==> src/rtl/sas_ram.sv <==
// Generic simple dual-port RAM, one write and one registered read port.
// Depends on nothing.
`default_nettype none
module sas_ram #(
  parameter int DEPTH = 16,
  parameter int WIDTH = 8,
  localparam int AW = (DEPTH > 1) ? $clog2(DEPTH) : 1
) (
  input  wire logic             clk,
  input  wire logic             we,
  input  wire logic [AW-1:0]    waddr,
  input  wire logic [WIDTH-1:0] wdata,
  input  wire logic [AW-1:0]    raddr,
  output logic      [WIDTH-1:0] rdata
);

  logic [WIDTH-1:0] mem [DEPTH];

  always_ff @(posedge clk) begin
    if (we) begin
      mem[waddr] <= wdata;
    end
    rdata <= mem[raddr];
  end

endmodule
`default_nettype wire

==> config.mk <==
export PLATFORM = sky130hd
export DESIGN_NAME = sas_ram
export DESIGN_NICKNAME = d
export VERILOG_FILES = /design/src/rtl/sas_ram.sv
export SDC_FILE = /design/constraint.sdc
export NUM_CORES = 1
export LEC_CHECK = 0
export CAP_MARGIN = 20
export CORE_ASPECT_RATIO = 0.6
export CORE_MARGIN = 3
export CORE_UTILIZATION = 60
export CTS_BUF_LIST = sky130_fd_sc_hd__clkbuf_8 sky130_fd_sc_hd__clkbuf_16
export DETAILED_ROUTE_END_ITERATION = 7
export DONT_BUFFER_PORTS = 1
export PLACE_DENSITY = 0.87
export SKIP_CTS_REPAIR_TIMING = 1
export SLEW_MARGIN = 10
export SYNTH_ARGS = -nofsm -noshare
export SYNTH_HDL_FRONTEND = slang
export SYNTH_SLANG_ARGS = --single-unit
==> constraint.sdc <==
create_clock -name clk -period 1.95 [get_ports clk]
set_clock_uncertainty 0.05 [all_clocks]
set_input_delay 0.195 -clock clk [delete_from_list [all_inputs] [get_ports clk]]
set_output_delay 0.195 -clock clk [all_outputs]
set_load 0.01 [all_outputs]
# After elaboration in Yosys (flattened, before gate mapping)
# Memory sizes are Yosys's and may differ from the RTL's. A register that Yosys moved wholly into a read port is not among the register bits.
# Index checks and enable logic that the tools add are counted.
[word_totals] reg_bits=0 ramBits=128 in_bits=18 wordCells=3 n_memories=1
[op_classes] muxes=2
[mem_list] memory="mem" words=16 width=8 rd=1 rd_clocked_by_memory_dff=1 wr=1 line_no="17" text="logic [WIDTH-1:0] mem [DEPTH];"
[op_table] operator="$mux W1" count=2

# Logic depth before layout (Yosys ltp)
[logic_depth] word_depth=2 ltp_mapped=5 mapped_depth_nobuf=3

# Worst setup path after synthesis
# No wires, ideal clock.
[synth_path] path_kind="input-to-reg" startpoint="input waddr[2]" endpoint="memory mem[0][0], enable pin" setup_ps=383 t_arrival_ps=1305 t_required_ps=1517 setup_slack_ps=212 path_stages=2 path_buffers=0 path_cell_list="or3b_2 > nor3_1"
[synth_lines] element="start: declaration" line_no="11" text="input wire logic [AW-1:0] waddr,"
[synth_lines] element="end: declaration" line_no="17"
# Straight into the memory's write port.

==> impl_metrics.csv <==
group,metric,value,unit
power_and_ir_drop,peakVddDrop,0.656,mV
floorplanning,start_util,0.635,
routing,initialDrtViolationCount,252,
worst_setup_path,arrival,1.64,ns
grt,grt_overflow,0,
timing,finalSetupViolCount,0,
flow_run,cap_violations,0,
grt,grt_pass1_vias,2471,
finish,fin_nets,281,
timing,relSlewSlack,0.480,
finish,utilization,0.743,
worst_setup_path,required,2.18,ns
worst_setup_path,path_max_fanout,1,
yosys,synthDistinctLibCells,19,
floorplanning,die_h,77.7,um
timing,worstMarginPinSlew,0.776,ns
yosys,yosys.area.top_type_share,0.747,
worst_setup_path,worstRegToRegCells,3,
worst_setup_path,cp-end-kind,"flip-flop",
timing,min_period,1.41,ns
routing,wirelength,9650,um
finish,area_growth,16.9,%
hold_path,worstHoldPathType,"input pin to flip-flop",
yosys,synthesis.nets,247,
grt,grt_pass1_wl,14800,um
finish,antennaDiodeCount,0,
finish,num-fill-cells,455,
floorplanning,rows,25,
routing,antenna_left,0,
power_and_ir_drop,leakage,2.03,nW
floorplanning,core_area,8100,sq um
worst_setup_path,startpoint_type,"flip-flop",
cts,root_buffer,"clkbuf_16",
placed_design,portBuffers,0,
floorplanning,io_pins,26,
yosys,avgSynthCellArea,22.5,sq um
finish,final_cells,384,
routing,num_vias,2367,
worst_setup_path,critPathKind,"flip-flop to flip-flop",
placed_design,placed_area,5320,sq um
timing,setup_tns,0,ns
yosys,seq_area_frac_synth,0.778,
routing,wl_per_cell,25.1,um
timing,maxClockFrequency,709,MHz
timing,hold_viol,0,
cts,cts.sinks,136,
routing,drc,0,
yosys,synth_largest_area_cell,"edfxtp_1",
cts,tritoncts,"yes",
routing,via_per_inst,6.16,
cts,clock_latency,0.42,ns
finish,drive_gt1_frac,0.236,
cts,path_clk_slew,0.06,ns
cts,numCtsBuffers,17,
grt,antenna_found_initial,0,
status,outcome,"finished, final reports clean",
placed_design,dp_slack,0.547,ns
floorplanning,die_area,9760,sq um
yosys,synth_area,5150,sq um
finish,fin_area,6020,sq um
placed_design,dp_hpwl,5900,um
placed_design,gp_congestion,0.778,
hold_path,hold_depth,3,
yosys,ys_warn_count,0,
routing,dr.pass1.iters,4,
timing,rsz0062_at_grt,"false",
yosys,syn_inst,229,
yosys,yosys-top-cells-area,"edfxtp_1, mux4_2, mux4_1",
grt,grt.total_usage,0.220,
timing,setup_ws,0.540,ns
yosys,ys_ff_latch,136,
cts,clockBufferDepth,2,
power_and_ir_drop,p_per_area,1130,nW/um^2
timing,period_share,0.723,
cts,htree_num_levels,4,
grt,grt_start_max_net_pins,33,
placed_design,place_inst,344,
floorplanning,fp.dieW,126,um
timing,finalMaxSlewViolations,0,
metrics by stage:
stage,hold WS [ns],power (mW)
2_1_floorplan,0.244,3.52
3_3_place_gp,0.245,3.53
3_5_place_dp,0.245,3.54
4_1_cts,-0.195,6.80
5_1_grt,0.0266,7.02
6_report,0.0412,6.81
report_power, final:
group | internal [mW] | leakage (nW) | total, mW | switching, mW
clock network | 2.12 | 0.310 | 3.28 | 1.16
registers | 3.27 | 1.22 | 3.30 | 0.0320
logic | 0.111 | 0.495 | 0.228 | 0.117
total | 5.50 | 2.03 | 6.81 | 1.31
area by class of cell:
class	count	area (sq um)	area share
clock inverters	15	186	0.0310
repair buffers	25	208	0.0345
well taps	108	135	0.0225
clock buffers	17	425	0.0707
flip-flops and latches	136	4000	0.666
multi-input cells	83	1060	0.176
worst max-delay path, stage by stage (launching register included):
cell and delay (ns):
edfxtp_1 0.36, mux4_2 0.48, a22oi_1 0.24, nand2_1 0.14
layout by cell type (no fill, tap or decap):
cell type        n
nor3_1           4
clkinv_1         1
nand3b_1         2
or3b_2           1
dlygate4sd3_1    8
nand2b_1         2
nor2_1          13
clkinv_2         4
clkinv_4         4
nand3_1          1
dfxtp_1          8
bufinv_16        4
nor2b_1          1
buf_4           17
mux4_2          18
nand2_1          9
edfxtp_1       128
clkbuf_16       17
and2b_1          1
mux4_1          14
and2_1           1
inv_1            2
a22oi_1         16
per-layer routing:
layer	track usage	routed length [um]	share of wire	vias to the layer above
li1	-	-	-	1042
met1	0.326	4210	0.44	1210
met2	0.307	4400	0.46	108
met3	0.0970	982	0.10	7
met4	0.0509	57	0.0059	0
met5	0	0	0	-
cell usage after synthesis:
master and count:
nand3_1 1, nand3b_1 2, and2_1 1, nand2_1 9, buf_4 1, buf_2 3
or3b_2 1, nor2b_1 1, nor2_1 13, nor3_1 4, edfxtp_1 128, nand2b_1 2
and2b_1 1, a22oi_1 16, mux4_1 14, mux4_2 18, buf_6 3, dfxtp_1 8
clkdlybuf4s25_2 3
cells by family (layout without fill, tap and decap cells):
group	Yosys count	in the layout	share of synthesized area
flip-flops	136	136	0.778
multiplexers	32	32	0.150
AO/OA/AOI/OAI	16	16	0.0233
AND/OR/NAND/NOR	35	35	0.0318
buffers and inverters	10	57	0.0168
final timing paths:
check                                from        to  slack [ns]
worst min-delay path             raddr[1]  rdata[3]        0.04
worst min register to register  mem[8][1]  rdata[1]        0.65
worst max register to register  mem[3][7]  rdata[7]        0.54
worst max-delay path            mem[3][7]  rdata[7]        0.54
sequential cells by signal, summed over array words and instances, names as in the netlist:
name and cells:
mem 128, rdata 8
Power figures use the tool's default switching activity.
