--- src/rtl/sas_pkg.sv ---
// Package for the sprite animation sequencer: sizes, opcodes, state
// encoding and the request/response words of the remainder unit.
// No dependencies.
`default_nettype none
package sas_pkg;

  localparam int MAX_SUBSEQUENCES = 16;
  localparam int MAX_FRAMES       = 64;
  localparam int DURATION_BITS    = 16;

  localparam int SUB_W     = $clog2(MAX_SUBSEQUENCES);
  localparam int FRM_W     = $clog2(MAX_FRAMES);
  localparam int FT_DEPTH  = MAX_SUBSEQUENCES * MAX_FRAMES;
  localparam int FT_W      = DURATION_BITS + 1;
  localparam int ST_DEPTH  = MAX_SUBSEQUENCES;
  localparam int ST_W      = 8;
  localparam int CNT_W     = 7;
  localparam int CFG_W     = 5;
  localparam int OP_W      = 3;
  localparam int SIDX_W    = 8;
  localparam int FIDX_W    = 6;
  localparam int ELAPSED_W = 32;

  // remainder unit sizes
  localparam int REM_DVD_W  = 8;
  localparam int REM_DIV_W  = 7;
  localparam int REM_STEP_W = $clog2(REM_DVD_W);

  typedef enum logic [OP_W-1:0] {
    OP_TICK    = 3'd0,
    OP_RESTART = 3'd1,
    OP_SEL_SUB = 3'd2,
    OP_SEL_FRM = 3'd3,
    OP_WR_SUB  = 3'd4,
    OP_WR_FRM  = 3'd5
  } op_t;

  typedef enum logic [2:0] {
    ST_IDLE,
    ST_EXEC,
    ST_REM,
    ST_FRD,
    ST_FAPPLY,
    ST_OUT
  } sas_state_t;

  typedef struct packed {
    logic                 start;
    logic [REM_DVD_W-1:0] dividend;
    logic [REM_DIV_W-1:0] divisor;
  } rem_req_t;

  typedef struct packed {
    logic                 done;
    logic [REM_DIV_W-1:0] rem;
  } rem_rsp_t;

endpackage
`default_nettype wire

--- src/rtl/sas_rem.sv ---
// Iterative restoring remainder unit, one dividend bit per cycle.
// Depends on sas_pkg.
`default_nettype none
module sas_rem (
  input  wire logic              clk,
  input  wire logic              rst_n,
  input  wire sas_pkg::rem_req_t req,
  output sas_pkg::rem_rsp_t      rsp
);
  import sas_pkg::*;

  logic                  run_r;
  logic                  done_r;
  logic [REM_STEP_W-1:0] cnt_r;
  logic [REM_DVD_W-1:0]  dvd_r;
  logic [REM_DIV_W-1:0]  div_r;
  logic [REM_DIV_W-1:0]  rem_r;
  logic [REM_DIV_W:0]    shifted;
  logic [REM_DIV_W:0]    diff;
  logic [REM_DIV_W-1:0]  rem_nxt;

  always_comb begin
    shifted = {rem_r, dvd_r[REM_DVD_W-1]};
    diff    = shifted - {1'b0, div_r};
    if (shifted >= {1'b0, div_r}) begin
      rem_nxt = diff[REM_DIV_W-1:0];
    end else begin
      rem_nxt = shifted[REM_DIV_W-1:0];
    end
  end

  always_ff @(posedge clk) begin
    if (!rst_n) begin
      run_r  <= 1'b0;
      done_r <= 1'b0;
    end else begin
      done_r <= 1'b0;
      if (req.start) begin
        run_r <= 1'b1;
        cnt_r <= REM_STEP_W'(REM_DVD_W - 1);
        dvd_r <= req.dividend;
        div_r <= req.divisor;
        rem_r <= '0;
      end else if (run_r) begin
        rem_r <= rem_nxt;
        dvd_r <= {dvd_r[REM_DVD_W-2:0], 1'b0};
        cnt_r <= cnt_r - 1'b1;
        if (cnt_r == '0) begin
          run_r  <= 1'b0;
          done_r <= 1'b1;
        end
      end
    end
  end

  assign rsp.done = done_r;
  assign rsp.rem  = rem_r;

endmodule
`default_nettype wire

--- config.mk ---
export PLATFORM = sky130hd
export DESIGN_NAME = sas_rem
export DESIGN_NICKNAME = d
export VERILOG_FILES = /design/src/rtl/sas_pkg.sv /design/src/rtl/sas_rem.sv
export SDC_FILE = /design/constraint.sdc
export NUM_CORES = 1
export LEC_CHECK = 0
export ABC_AREA = 1
export ABC_CLOCK_PERIOD_IN_PS = 3400
export BUFFER_PORTS_ARGS = -buffer_cell sky130_fd_sc_hd__clkbuf_2
export CORE_MARGIN = 3
export CORE_UTILIZATION = 55
export CTS_CLUSTER_SIZE = 40
export DETAILED_ROUTE_END_ITERATION = 8
export PLACE_DENSITY = 0.89
export SLEW_MARGIN = 30
export SYNTH_ARGS = -nofsm -noshare
export SYNTH_HDL_FRONTEND = slang
export SYNTH_SLANG_ARGS = --single-unit
--- constraint.sdc ---
create_clock -name clk -period 3.4 [get_ports clk]
set_input_delay 0.51 -clock clk [delete_from_list [all_inputs] [get_ports clk]]
set_output_delay 0.51 -clock clk [all_outputs]
set_load 0.02 [all_outputs]
### Yosys cells after proc, flatten, opt, wreduce, memory -nomap -nowiden

Index checks and enable logic that the tools add are counted.

| operators by class | value |
|---|---|
| add/subtract/negate cells | 2 |
| $lt $le $gt $ge | 1 |
| mux-type cells | 9 |
| bitwise gates (word level) | 2 |
| reduce and logical (&&, ||, !) cells | 5 |

Operators with widths:

| kind | number |
|---|---|
| $mux 8 | 2 |
| $mux 7 | 2 |
| $ge 8x7->1 | 1 |
| $sub 7x7->7 | 1 |
| $mux 1 | 4 |
| $reduce_and 2->1 | 2 |
| $logic_not 3->1 | 1 |
| $mux 3 | 1 |
| $reduce_or 3->1 | 1 |
| $sub 3x1->3 const B | 1 |
| $not 1->1 | 2 |
| $reduce_bool 2->1 | 1 |

| word-level totals | value |
|---|---|
| bits in registers | 27 |
| bits of input ports | 18 |
| output and inout bits | 8 |
| word-level logic and storage cells | 25 |

### Longest topological paths before layout

Gate-level depths: netlist (run 1).

| depth | value |
|---|---|
| depth after elaboration | 4 |
| depth in mapped cells | 13 |
| gate-level depth less buffers | 13 |

### Worst setup path after synthesis (run 1)

Ideal clock, no wire load.

| path | value |
|---|---|
| path type | register -> register |
| start point | register dvd_r[7] |
| end point | register rem_r[2], data pin |
| setup time | 0.253 ns |
| arrival | 1.550 ns |
| required time | 3.147 ns |
| setup slack | 1.597 ns |
| stages on the path, launching flop included | 13 |
| buffers on the path | 0 |
| clock period less this slack | 1.803 ns |
| cells stage by stage | edfxtp_1 -> inv_1 -> ha_1 -> inv_1 -> fa_1 -> nand2_1 -> nand2_1 -> nand2_2 -> nand2_2 -> nand2_4 -> nand2_1 -> nor2_1 -> nor2_1 |

| on the way | value |
|---|---|
| cells in the longest elaborated chain, start to end | 3 |
| elaborated cells on any way between the ends | 4 |
| classes of those cells | add/sub (1); order compare (1); mux (2) |

RTL lines:

| what | line | text |
|---|---|---|
| from (decl) | sas_rem.sv:15 | `logic [REM_DVD_W-1:0] dvd_r;` |
| from (signal assigned) | sas_rem.sv:41 | `dvd_r <= req.dividend;` |
| from (signal assigned) | sas_rem.sv:46 | `dvd_r <= {dvd_r[REM_DVD_W-2:0], 1'b0};` |
| $sub 7x7->7 or $ge 8x7->1 (tied branches) | sas_rem.sv:24, sas_rem.sv:25 |  |
| $mux 7 (*) | sas_rem.sv:25 | `if (shifted >= {1'b0, div_r}) begin` |
| $mux 7 (*) | sas_rem.sv:44 | `end else if (run_r) begin` |
| to (signal assigned) | sas_rem.sv:45 | `rem_r <= rem_nxt;` |
| to (decl) | sas_rem.sv:17 | `logic [REM_DIV_W-1:0] rem_r;` |

Mark *: on every way between the ends. The rest lies on a longest branch, timed or not. The select of a mux whose other input is x is not followed.
A chain may end at the register's enable or synchronous reset.

### Worst setup path after layout (run 1)

| path | value |
|---|---|
| start point | register dvd_r[7] |
| end point | register rem_r[6], data pin |

The elaborated chain is that of the path after synthesis.

==> results of run 1 <==
[sequential cells by signal, indices dropped and copies added (netlist names)]
name	flops
cnt_r	3
done_r	1
dvd_r	8
div_r	7
run_r	1
rem_r	7
[where the power goes]
part / internal [mW] / leakage [nW] / switching, mW
clock network: 0.0441 / 0.0177 / 0.0919
registers: 0.402 / 0.256 / 0.0161
logic: 0.0851 / 0.599 / 0.153
total: 0.532 / 0.872 / 0.261
[cell families (layout without fill, tap and decap cells)]
logic type / Yosys count / in the layout
AOI/OAI and AO/OA: 4 / 4
adders and majority gates: 10 / 10
DFF: 27 / 27
xor gates and xnor gates: 3 / 3
buffers and inverters: 34 / 60
and+or+nand+nor: 92 / 92
[worst register-to-register path, cell delays in order (launching register included)]
cell      delay, ps
edfxtp_1        380
inv_1            80
ha_1            170
inv_1            60
fa_1            400
nand2_1          80
nand2_1          70
nand2_2          80
nand2_2          80
a21oi_2         270
nor2_1           90
nor2_1          100
[area by class of cell]
| cell class | instances | area (um2) | area share (%) |
|---|---|---|---|
| Clock buffer | 3 | 22.52 | 1.339 |
| Clock inverter | 1 | 5.005 | 0.2976 |
| Timing Repair Buffer | 25 | 125.1 | 7.440 |
| Tap cell | 30 | 37.54 | 2.232 |
| Sequential cell | 27 | 790.8 | 47.02 |
| Multi-Input combinational cell | 109 | 581.8 | 34.60 |
| Inverter | 31 | 118.9 | 7.068 |
[per-stage QoR]
| stage | cells | util, % | cell area, um2 | setup slack, ps |
|---|---|---|---|---|
| after floorplan | 170 | - | 1509 | 1597 |
| after global placement | 222 | 65.00 | 1654 | 1516 |
| after detailed placement | 222 | 65.00 | 1654 | 1439 |
| after CTS | 226 | 66.08 | 1682 | 1405 |
| after global routing | 226 | 66.08 | 1682 | 1205 |
| final | 226 | 66.08 | 1682 | 1400 |
[cell usage in the layout, fill, tap and decap left out, types with 2 or more instances in the layout]
| cell type | n |
|---|---|
| nand2_1 | 57 |
| inv_1 | 27 |
| edfxtp_1 | 25 |
| clkbuf_2 | 25 |
| nor2_1 | 19 |
| nand3_1 | 10 |
| ha_1 | 9 |
| clkbuf_4 | 3 |
| nand2_2 | 2 |
| nand4_1 | 2 |
| inv_2 | 2 |
| xnor2_1 | 2 |
| dfxtp_1 | 2 |
[final timing paths]
kind | startpoint | endpoint | slack (ps)
min | req[1] | div_r[1] | 350
max | dvd_r[7] | rem_r[6] | 1400
max reg2reg | dvd_r[7] | rem_r[6] | 1400
min reg2reg | run_r | done_r | 480
[layer usage]
metal / global-route usage, % / up-vias / routed length (um)
li1: - / 583 / -
met1: 23.70 / 495 / 1296
met2: 30.14 / 24 / 1307
met3: 1.316 / 2 / 99
met4: 5.960 / 0 / 12
met5: 0 / - / 0
==> metrics.md, run 1 <==
| Metric | Value |
|---|---|
| DP Wirelength | `2180 um` |
| Worst-Skew Late Latency | `320 ps` |
| Most frequent cell after synthesis | `nand2_1` |
| Data arrival, critical path | `2190 ps` |
| CTS tree | `built` |
| Max cap viols | `0` |
| Endpoints failing hold | `0` |
| Peak VDD IR | `0.0003504 V` |
| Area share of the largest cell type after synthesis | `49.75%` |
| Core region area | `2545 um2` |
| Levels on crit path | `11` |
| Largest family of logic cells by synthesized area | `simple AND/OR/NAND/NOR gates` |
| Synthesized-area fraction occupied by and/or/nand/nor cells | `25.70%` |
| Die X | `58.38 um` |
| Fin crit share | `58.82%` |
| Compound-Gate Fraction of Synth Area | `2.322%` |
| Final setup fails | `0` |
| Outcome | `finished, final reports clean` |
| DR iter-0 viols | `50` |
| Max stage delay on crit path | `400 ps` |
| WS Path Type | `flip-flop to flip-flop` |
| Clock buffer depth | `2` |
| Routed WL per cell | `12.02 um` |
| Hold WC Path Type | `input port to flip-flop` |
| Layout Nets | `225` |
| Hold_buf cts | `0` |
| XOR/XNOR Fraction of Synth Area | `1.741%` |
| P_leak | `0.8723 nW` |
| Die area | `3408 um2` |
| CP endpoint kind | `flip-flop` |
| Area leader, netlist | `edfxtp_1` |
| PortBufs | `25` |
| CTS resizes | `0` |
| Fmax | `500.1 MHz` |
| Critical path's top delay family | `adder cells` |
| # clock sinks | `27` |
| Post-synth cell types | `23` |
| Clock transition at the registers of the reported paths | `140 ps` |
| Largest cells by area after synthesis | `edfxtp_1, nand2_1, ha_1` |
| Mux cell area share after synthesis | `0%` |
| Syn Inst Count | `170` |
| Synth async-reset ratio | `0%` |
| CP max stage cell | `fa_1` |
| Routed WL | `2716 um` |
| Ratio of cells with drive above 1 in the final layout | `19.39%` |
| CTS Buf Count | `3` |
| Reg2Reg Depth | `11` |
| Mapped Area | `1509 um2` |
| Num ports | `26` |
| Crit path launch type | `flip-flop` |
| CTS root buf | `clkbuf_4` |
| Drt pass-1 iters | `4` |
| Slew Limit Headroom | `49.69%` |
| Syn avg cell area | `8.876 um2` |
| Routed vias/inst | `4.885` |
| Setup TNS | `0 ps` |
| Pwr Density | `471.3 nW/um2` |
| Initial antenna violation count | `0` |
| Crit path cell chain | `inv_1 -> ha_1 -> inv_1 -> fa_1 -> nand2_1 -> nand2_1 -> nand2_2 -> nand2_2 -> a21oi_2 -> nor2_1 -> nor2_1` |
| Hold WS | `354.1 ps` |
| GRT Total Usage | `17.62%` |
| Power Total | `792.5 uW` |
| Vias post-DR | `1,104` |
| Height of the chip | `58.38 um` |
| Syn_nets | `198` |
| Area Overhead vs Synth | `11.44%` |
| WHS Path Cells | `1` |
| Seq/Total Area, Yosys | `52.40%` |
| Synth Register Bits | `27` |
| Setup Skew | `2.710 ps` |
| Largest net degree at the start of global routing | `19` |
| Grt total ovfl | `0` |
| Slew at the pin with the worst max-slew slack | `752.8 ps` |
| Htree depth | `1` |
| Global-route wire length before repair | `4609 um` |
| Setup Buffers After CTS | `0` |
| Final Max Tran Viols | `0` |
| Crit path max fanout | `6` |
| Buf/Inv on CP | `2` |
| Rows | `18` |
| GPL Wtd Cong | `0.8979` |
| WP data required | `3590 ps` |
| Drt drc | `0` |
| Vias in the first global route | `1,065` |
| Adder-Cell Fraction of Synth Area | `8.789%` |
| Post-route antenna net violation count | `0` |
| EDFF count, synth | `25` |
| RSZ-0062 raised after global routing | `no` |
| Synth cell count leaders | `nand2_1, inv_1, edfxtp_1` |
| Clock period minus worst slack | `2000 ps` |
| Top_reg_cell synth | `edfxtp_1` |
| Layout fillers | `227` |
| Initial Util | `59.29%` |
| Antenna diode count | `0` |
| Yosys warning total | `0` |
(Power assumes the default switching activity.)
==> run 2, diff against run 1 <==
--- a/config.mk
+++ b/config.mk
@@ -6,13 +6,13 @@
 export NUM_CORES = 1
 export LEC_CHECK = 0
 export ABC_AREA = 1
-export ABC_CLOCK_PERIOD_IN_PS = 3400
+export ABC_CLOCK_PERIOD_IN_PS = 1600
 export BUFFER_PORTS_ARGS = -buffer_cell sky130_fd_sc_hd__clkbuf_2
 export CORE_MARGIN = 3
-export CORE_UTILIZATION = 55
+export CORE_UTILIZATION = 49
 export CTS_CLUSTER_SIZE = 40
 export DETAILED_ROUTE_END_ITERATION = 8
-export PLACE_DENSITY = 0.89
+export PLACE_DENSITY = 0.85
 export SLEW_MARGIN = 30
 export SYNTH_ARGS = -nofsm -noshare
 export SYNTH_HDL_FRONTEND = slang
==> constraint.sdc (replaced) <==
create_clock -name clk -period 1.6 [get_ports clk]
set_input_delay 0.24 -clock clk [delete_from_list [all_inputs] [get_ports clk]]
set_output_delay 0.24 -clock clk [all_outputs]
set_load 0.02 [all_outputs]
==> run 2 against run 1 <==
The flow now finishes with violations (negative setup slack). Combinational power grew to 2.7 times the previous value. Non-clock buffer count is 16 higher. Clock skew is 6.9 ps higher. Sequential power is 110% higher. Register-to-register slack worse by 1600 ps. Total power is 130% higher. Cell area is 10% higher. Critical path type unchanged. Largest power group unchanged.
==> metrics.md, run 2 (synthesized netlist as in run 1, its figures left out) <==
| Metric | Value |
|---|---|
| End-of-flow core utilization | `65.00% (was 66.08%)` |
| Int Pwr | `1.217 mW (was 531.6 uW)` |
| Rows | `19 (was 18)` |
| Max cap viols | `0 (unchanged)` |
| Max reg flops | `8 (unchanged)` |
| Final Max Tran Viols | `0 (unchanged)` |
| Grt total ovfl | `0 (unchanged)` |
| Global-route wire length before repair | `4933 um (was 4609 um)` |
| Failing checks | `negative setup slack` |
| Ratio of cells with drive above 1 in the final layout | `29.72% (was 19.39%)` |
| CP endpoint kind | `flip-flop (unchanged)` |
| Logic pwr share | `35.4% (was 30.0%)` |
| Hold WC Path Type | `input port to flip-flop (unchanged)` |
| Post-Layout Cell Count | `243 (was 226)` |
| GPL Wtd Cong | `0.8567 (was 0.8979)` |
| Placed instance area | `1763 um2 (was 1654 um2)` |
| Htree depth | `1 (unchanged)` |
| Vias post-DR | `1,190 (was 1,104)` |
| Commonest cells after routing, fill and taps aside | `nand2_1, inv_1, edfxtp_1, clkbuf_2, nor2_1 (unchanged)` |
| Peak VDD IR | `0.0006677 V (was 0.0003504 V)` |
| Fmax | `542.9 MHz (was 500.1 MHz)` |
| Routed WL | `2949 um (was 2716 um)` |
| Slew Limit Headroom | `80.27% (was 49.69%)` |
| Worst slack, placed | `-288.7 ps (was 1439 ps)` |
| Area Overhead vs Synth | `22.89% (was 11.44%)` |
| PortBufs | `25 (unchanged)` |
| WS Path Type | `flip-flop to flip-flop (unchanged)` |
| Crit path launch type | `flip-flop (unchanged)` |
| Biggest register | `dvd_r (unchanged)` |
| Hold WS | `81.44 ps (was 354.1 ps)` |
| Setup TNS | `-1566 ps (was 0 ps)` |
| Layout Nets | `241 (was 225)` |
| Switch share | `32.79% (was 32.93%)` |
| CTS tree | `built (unchanged)` |
| Routed WL per cell | `12.14 um (was 12.02 um)` |
| Clock period minus worst slack | `1842 ps (was 2000 ps)` |
| Initial Util | `52.89% (was 59.29%)` |
| Die X | `61.50 um (was 58.38 um)` |
| Core region area | `2853 um2 (was 2545 um2)` |
| Clock power frac | `15.7% (was 17.2%)` |
| Final WS setup | `-241.8 ps (was 1400 ps)` |
| WP data required | `1690 ps (was 3590 ps)` |
| CTS Buf Count | `3 (unchanged)` |
| Reg power frac | `48.9% (was 52.8%)` |
| Most common cell after layout, fill and taps aside | `nand2_1 (unchanged)` |
| Post-route antenna net violation count | `0 (unchanged)` |
| Endpoints failing hold | `0 (unchanged)` |
| NetSw | `594.0 uW (was 261.0 uW)` |
| Power Total | `1.811 mW (was 792.5 uW)` |
| WHS Path Cells | `1 (unchanged)` |
| CTS root buf | `clkbuf_4 (unchanged)` |
| DP Wirelength | `2267 um (was 2180 um)` |
| Data arrival, critical path | `1930 ps (was 2190 ps)` |
| GRT Total Usage | `17.90% (was 17.62%)` |
| Initial antenna violation count | `0 (unchanged)` |
| Antenna diode count | `0 (unchanged)` |
| Placed Instances | `237 (was 222)` |
| P_leak | `0.9554 nW (was 0.8723 nW)` |
| Clock transition at the registers of the reported paths | `140 ps (about the same)` |
| Outcome | `complete, but fails checks (was finished, final reports clean)` |
| Setup Skew | `9.571 ps (was 2.710 ps)` |
| Die area | `3782 um2 (was 3408 um2)` |
| Largest regs | `dvd_r x8, div_r x7, rem_r x7 (unchanged)` |
| Final setup fails | `7 (was 0)` |
| Final Instance Area | `1854 um2 (was 1682 um2)` |
| Largest net degree at the start of global routing | `19 (unchanged)` |
| Slew at the pin with the worst max-slew slack | `295.6 ps (was 752.8 ps)` |
| Crit path max fanout | `7 (was 6)` |
| Pwr Density | `976.9 nW/um2 (was 471.3 nW/um2)` |
| RSZ-0062 raised after global routing | `yes (was no)` |
| Clock buffer depth | `2 (unchanged)` |
| # clock sinks | `27 (unchanged)` |
| Height of the chip | `61.50 um (was 58.38 um)` |
| Vias in the first global route | `1,132 (was 1,065)` |
| Worst-Skew Late Latency | `320 ps (about the same)` |
| Routed vias/inst | `4.897 (was 4.885)` |
| Num ports | `26 (unchanged)` |
| Reg2Reg Depth | `12 (was 11)` |
| Drt pass-1 iters | `4 (unchanged)` |
| Drt drc | `0 (unchanged)` |
| DR iter-0 viols | `62 (was 50)` |
| Fin crit share | `115.1% (was 58.82%)` |
run 2: changes by cell type in the layout (fill, tap and decap cells not counted), sizes merged:
cell    change
clkbuf      +1
buf        +16
clkinv      -1
run 2: routing by layer:
metal  vias to the layer above  share of wire (%)  track usage, %
met5                         -                  0               0
met4                         0                3.0           7.879
met3                         9                3.7           3.145
met2                        25                 48           29.75
met1                       539                 45           22.80
li1                        617                  -               -
run 2: final timing paths:
check,startpoint,to,slack (ps)
worst max-delay path,dvd_r[7],rem_r[1],-240
worst min-delay path,req[5],div_r[5],80
worst max register to register,dvd_r[7],rem_r[1],-240
worst min register to register,run_r,done_r,490
run 2: worst max-delay path, stage by stage, from the launching register on:
cell	delay, ps
edfxtp_1	400
inv_2	90
ha_4	130
inv_2	40
fa_2	350
nand2_2	80
nand2_2	70
nand2_4	80
nand2_4	70
nand2_4	110
nand3_2	70
nand2_1	80
nor2_1	50
run 2: repair_timing:
| item | 4_1_cts | 5_1_grt |
|---|---|---|
| hold buffers | 0 | 0 |
| resized for setup | 10 | 3 |
| endpoints found under the setup margin | 7 | 7 |
| setup buffers | 2 | 0 |
| pin swaps | 9 | 4 |
run 2: final cells by class:
| class | instances | area (um2) |
|---|---|---|
| Clock buffer | 4 | 26.28 |
| Fill cell | 230 | 998.5 |
| Inverter | 31 | 118.9 |
| Multi-Input combinational cell | 109 | 634.4 |
| Sequential cell | 27 | 790.8 |
| Tap cell | 31 | 38.79 |
| Timing Repair Buffer | 41 | 245.2 |
run 2: power groups by stage:
stage | registers, mW | logic (mW) | clock network, mW
after floorplan | 0.928 | 0.352 | 0
after global placement | 0.897 | 0.569 | 0
after detailed placement | 0.899 | 0.587 | 0
after CTS | 0.884 | 0.623 | 0.295
after global routing | 0.891 | 0.718 | 0.325
final | 0.885 | 0.641 | 0.285
==> run 3, diff against run 2 <==
--- a/config.mk
+++ b/config.mk
@@ -5,7 +5,6 @@
 export SDC_FILE = /design/constraint.sdc
 export NUM_CORES = 1
 export LEC_CHECK = 0
-export ABC_AREA = 1
 export ABC_CLOCK_PERIOD_IN_PS = 1600
 export BUFFER_PORTS_ARGS = -buffer_cell sky130_fd_sc_hd__clkbuf_2
 export CORE_MARGIN = 3
==> run 3 against run 2 <==
The flow still finishes with violations (negative setup slack). Combinational power decreased by 12%. Total power decreased by 5.8%. Flip-flop and latch count unchanged. First-iteration DRC count fell by 16%. Clock power is essentially flat. Clock skew shrank 1.3 ps.
==> metrics.md, run 3 <==
| Metric | Value |
|---|---|
| Max cap viols | `0 (unchanged)` |
| Peak VDD IR | `0.0005015 V (was 0.0006677 V)` |
| Reg power frac | `50.3% (was 48.9%)` |
| Worst-Skew Late Latency | `320 ps (about the same)` |
| RSZ-0062 raised after global routing | `yes (unchanged)` |
| Layout fillers | `204 (was 230)` |
| Routed WL per cell | `15.64 um (was 12.14 um)` |
| Pwr Density | `914.2 nW/um2 (was 976.9 nW/um2)` |
| Area share of the largest cell type after synthesis | `50.51% (was 49.75%)` |
| Syn_nets | `151 (was 198)` |
| PortBufs | `25 (unchanged)` |
| Most frequent cell after synthesis | `edfxtp_1 (was nand2_1)` |
| Critical path's top delay family | `compound AO/OA/AOI/OAI gates (was simple AND/OR/NAND/NOR gates)` |
| EDFF count, synth | `25 (unchanged)` |
| P_leak | `0.8002 nW (was 0.9554 nW)` |
| Hold WC Path Type | `input port to flip-flop (unchanged)` |
| Num ports | `26 (unchanged)` |
| Drt pass-1 iters | `4 (unchanged)` |
| Top_reg_cell synth | `edfxtp_1 (unchanged)` |
| Clock transition at the registers of the reported paths | `140 ps (about the same)` |
| Syn avg cell area | `12.08 um2 (was 8.876 um2)` |
| Vias in the first global route | `1,152 (was 1,132)` |
| GPL Wtd Cong | `0.9159 (was 0.8567)` |
| Synth async-reset ratio | `0% (unchanged)` |
| Clock period minus worst slack | `2188 ps (was 1842 ps)` |
| Fin crit share | `136.7% (was 115.1%)` |
| CTS Buf Count | `3 (unchanged)` |
| Outcome | `complete, but fails checks (unchanged)` |
| Seq/Total Area, Yosys | `53.20% (was 52.40%)` |
| Fmax | `457.1 MHz (was 542.9 MHz)` |
| Rows | `19 (unchanged)` |
| Logic pwr share | `33.0% (was 35.4%)` |
| Buf/Inv on CP | `2 (unchanged)` |
| Data arrival, critical path | `2260 ps (was 1930 ps)` |
| Max reg flops | `8 (unchanged)` |
| Height of the chip | `61.08 um (was 61.50 um)` |
| WS Path Type | `flip-flop to flip-flop (unchanged)` |
| Switch share | `29.71% (was 32.79%)` |
| Vias post-DR | `1,124 (was 1,190)` |
| Area leader, netlist | `edfxtp_1 (unchanged)` |
| Post-route antenna net violation count | `0 (unchanged)` |
| Clock buffer depth | `2 (unchanged)` |
| Synth cell count leaders | `edfxtp_1, inv_1, ha_1 (was nand2_1, inv_1, edfxtp_1)` |
| Global-route wire length before repair | `5202 um (was 4933 um)` |
| Area Overhead vs Synth | `25.59% (was 22.89%)` |
| Routed vias/inst | `5.620 (was 4.897)` |
| Drt drc | `0 (unchanged)` |
| Max stage delay on crit path | `410 ps (was 400 ps)` |
| Crit path cell chain | `inv_1 -> ha_2 -> inv_2 -> fa_2 -> a21o_1 -> a21oi_4 -> a31oi_4 -> o21ai_1 -> a21oi_1 (was inv_2 -> ha_4 -> inv_2 -> fa_2 -> nand2_2 -> nand2_2 -> nand2_4 -> nand2_4 -> nand2_4 -> nand3_2 -> nand2_1 -> nor2_1)` |
| Initial antenna violation count | `0 (unchanged)` |
| Crit path max fanout | `7 (unchanged)` |
| Die area | `3730 um2 (was 3782 um2)` |
| Failing checks | `negative setup slack (unchanged)` |
| Largest cells by area after synthesis | `edfxtp_1, ha_1, mux2_2 (was edfxtp_1, nand2_1, ha_1)` |
| Biggest register | `dvd_r (unchanged)` |
| Setup TNS | `-3803 ps (was -1566 ps)` |
| Final Max Tran Viols | `0 (unchanged)` |
| Routed WL | `3127 um (was 2949 um)` |
| Antenna diode count | `0 (unchanged)` |
| Slew Limit Headroom | `66.74% (was 80.27%)` |
| Post-Layout Cell Count | `200 (was 243)` |
| DP Wirelength | `2427 um (was 2267 um)` |
| Ratio of cells with drive above 1 in the final layout | `44.97% (was 29.72%)` |
| Post-synth cell types | `41 (was 23)` |
| Initial Util | `52.54% (was 52.89%)` |
| Syn Inst Count | `123 (was 170)` |
| Setup Skew | `8.283 ps (was 9.571 ps)` |
| Htree depth | `1 (unchanged)` |
| GRT Total Usage | `18.77% (was 17.90%)` |
| Final setup fails | `7 (unchanged)` |
| CP max stage cell | `edfxtp_1 (unchanged)` |
| Placed Instances | `194 (was 237)` |
| CTS root buf | `clkbuf_4 (unchanged)` |
| NetSw | `507.0 uW (was 594.0 uW)` |
| Layout Nets | `198 (was 241)` |
| WP data required | `1670 ps (was 1690 ps)` |
| Slew at the pin with the worst max-slew slack | `497.0 ps (was 295.6 ps)` |
| Synth Register Bits | `27 (unchanged)` |
| Largest net degree at the start of global routing | `20 (was 19)` |
| Crit path launch type | `flip-flop (unchanged)` |
| Yosys warning total | `0 (unchanged)` |
| Commonest cells after routing, fill and taps aside | `edfxtp_1, clkbuf_2, buf_4, inv_1, ha_1 (was nand2_1, inv_1, edfxtp_1, clkbuf_2, nor2_1)` |
| Grt total ovfl | `0 (unchanged)` |
| Int Pwr | `1.200 mW (was 1.217 mW)` |
| # clock sinks | `27 (unchanged)` |
| Hold_buf cts | `0 (unchanged)` |
| CP endpoint kind | `flip-flop (unchanged)` |
| Largest regs | `dvd_r x8, div_r x7, rem_r x7 (unchanged)` |
| DR iter-0 viols | `52 (was 62)` |
| Mapped Area | `1486 um2 (was 1509 um2)` |
| Clock power frac | `16.7% (was 15.7%)` |
| Endpoints failing hold | `0 (unchanged)` |
| Core region area | `2829 um2 (was 2853 um2)` |
| Final WS setup | `-587.8 ps (was -241.8 ps)` |
| Die X | `61.08 um (was 61.50 um)` |
| CTS tree | `built (unchanged)` |
run 3: cell count changes in the layout (fill, tap and decap cells not counted), sizes merged, moves of 5 or more:
cell	delta
buf	+6
a21oi	+6
mux2	+7
inv	-15
nand2	-57
o21ai	+5
nor2	-17
run 3: cell families after synthesis:
group	synth area share, %
compound gates	14.48
flops	53.20
simple gates	10.19
buf+inv	5.387
fa+ha+maj	8.923
mux	6.650
xor+xnor	1.179
run 3: path summary, 6_finish.rpt:
path | start | to | slack, ps | cells past startpoint
worst max register to register | dvd_r[7] | rem_r[1] | -590 | 9
worst min register to register | run_r | done_r | 530 | 1
worst max-delay path | dvd_r[7] | rem_r[1] | -590 | 9
worst min-delay path | req[6] | div_r[6] | 90 | 1
run 3: per-layer routing:
layer / global-route usage (%) / up-vias / routed length, um
met3: 2.516 / 6 / 149
met5: 0 / - / 0
li1: - / 544 / -
met1: 23.04 / 535 / 1269
met4: 7.430 / 0 / 49
met2: 33.23 / 39 / 1659
run 3: per-stage QoR:
step	worst slack [ps]	util, %	hold slack [ps]	power [mW]	cell area, um2
after floorplan	-460.4	-	338.9	1.205	1508
after global placement	-456.9	63.56	417.4	1.365	1798
after detailed placement	-550.6	63.56	418.6	1.397	1798
after CTS	-525.8	65.24	77.73	1.696	1846
after global routing	-656.3	65.99	65.69	1.802	1867
final	-587.8	65.99	85.04	1.707	1867
run 3: power by group through the flow:
stage / clock network, mW / registers [mW] / logic, mW
floorplan: 0 / 0.893 / 0.312
global placement: 0 / 0.872 / 0.494
detailed placement: 0 / 0.875 / 0.522
CTS: 0.296 / 0.859 / 0.540
global route: 0.325 / 0.865 / 0.611
finish: 0.284 / 0.859 / 0.564
run 3: final cells by class:
class	count	area, um2	area share (%)
well taps	31	38.79	2.078
inverters	15	56.30	3.016
flip-flops and latches	27	790.8	42.36
clock buffers	4	26.28	1.408
repair buffers	47	290.3	15.55
multi-input cells	76	664.4	35.59
run 3: what timing repair did:
item / 4_1_cts / 5_1_grt
setup endpoints to repair: 7 / 7
pin swaps: 2 / 7
gates resized for setup: 4 / 3
gates cloned: 0 / 0
setup buffers: 1 / 1
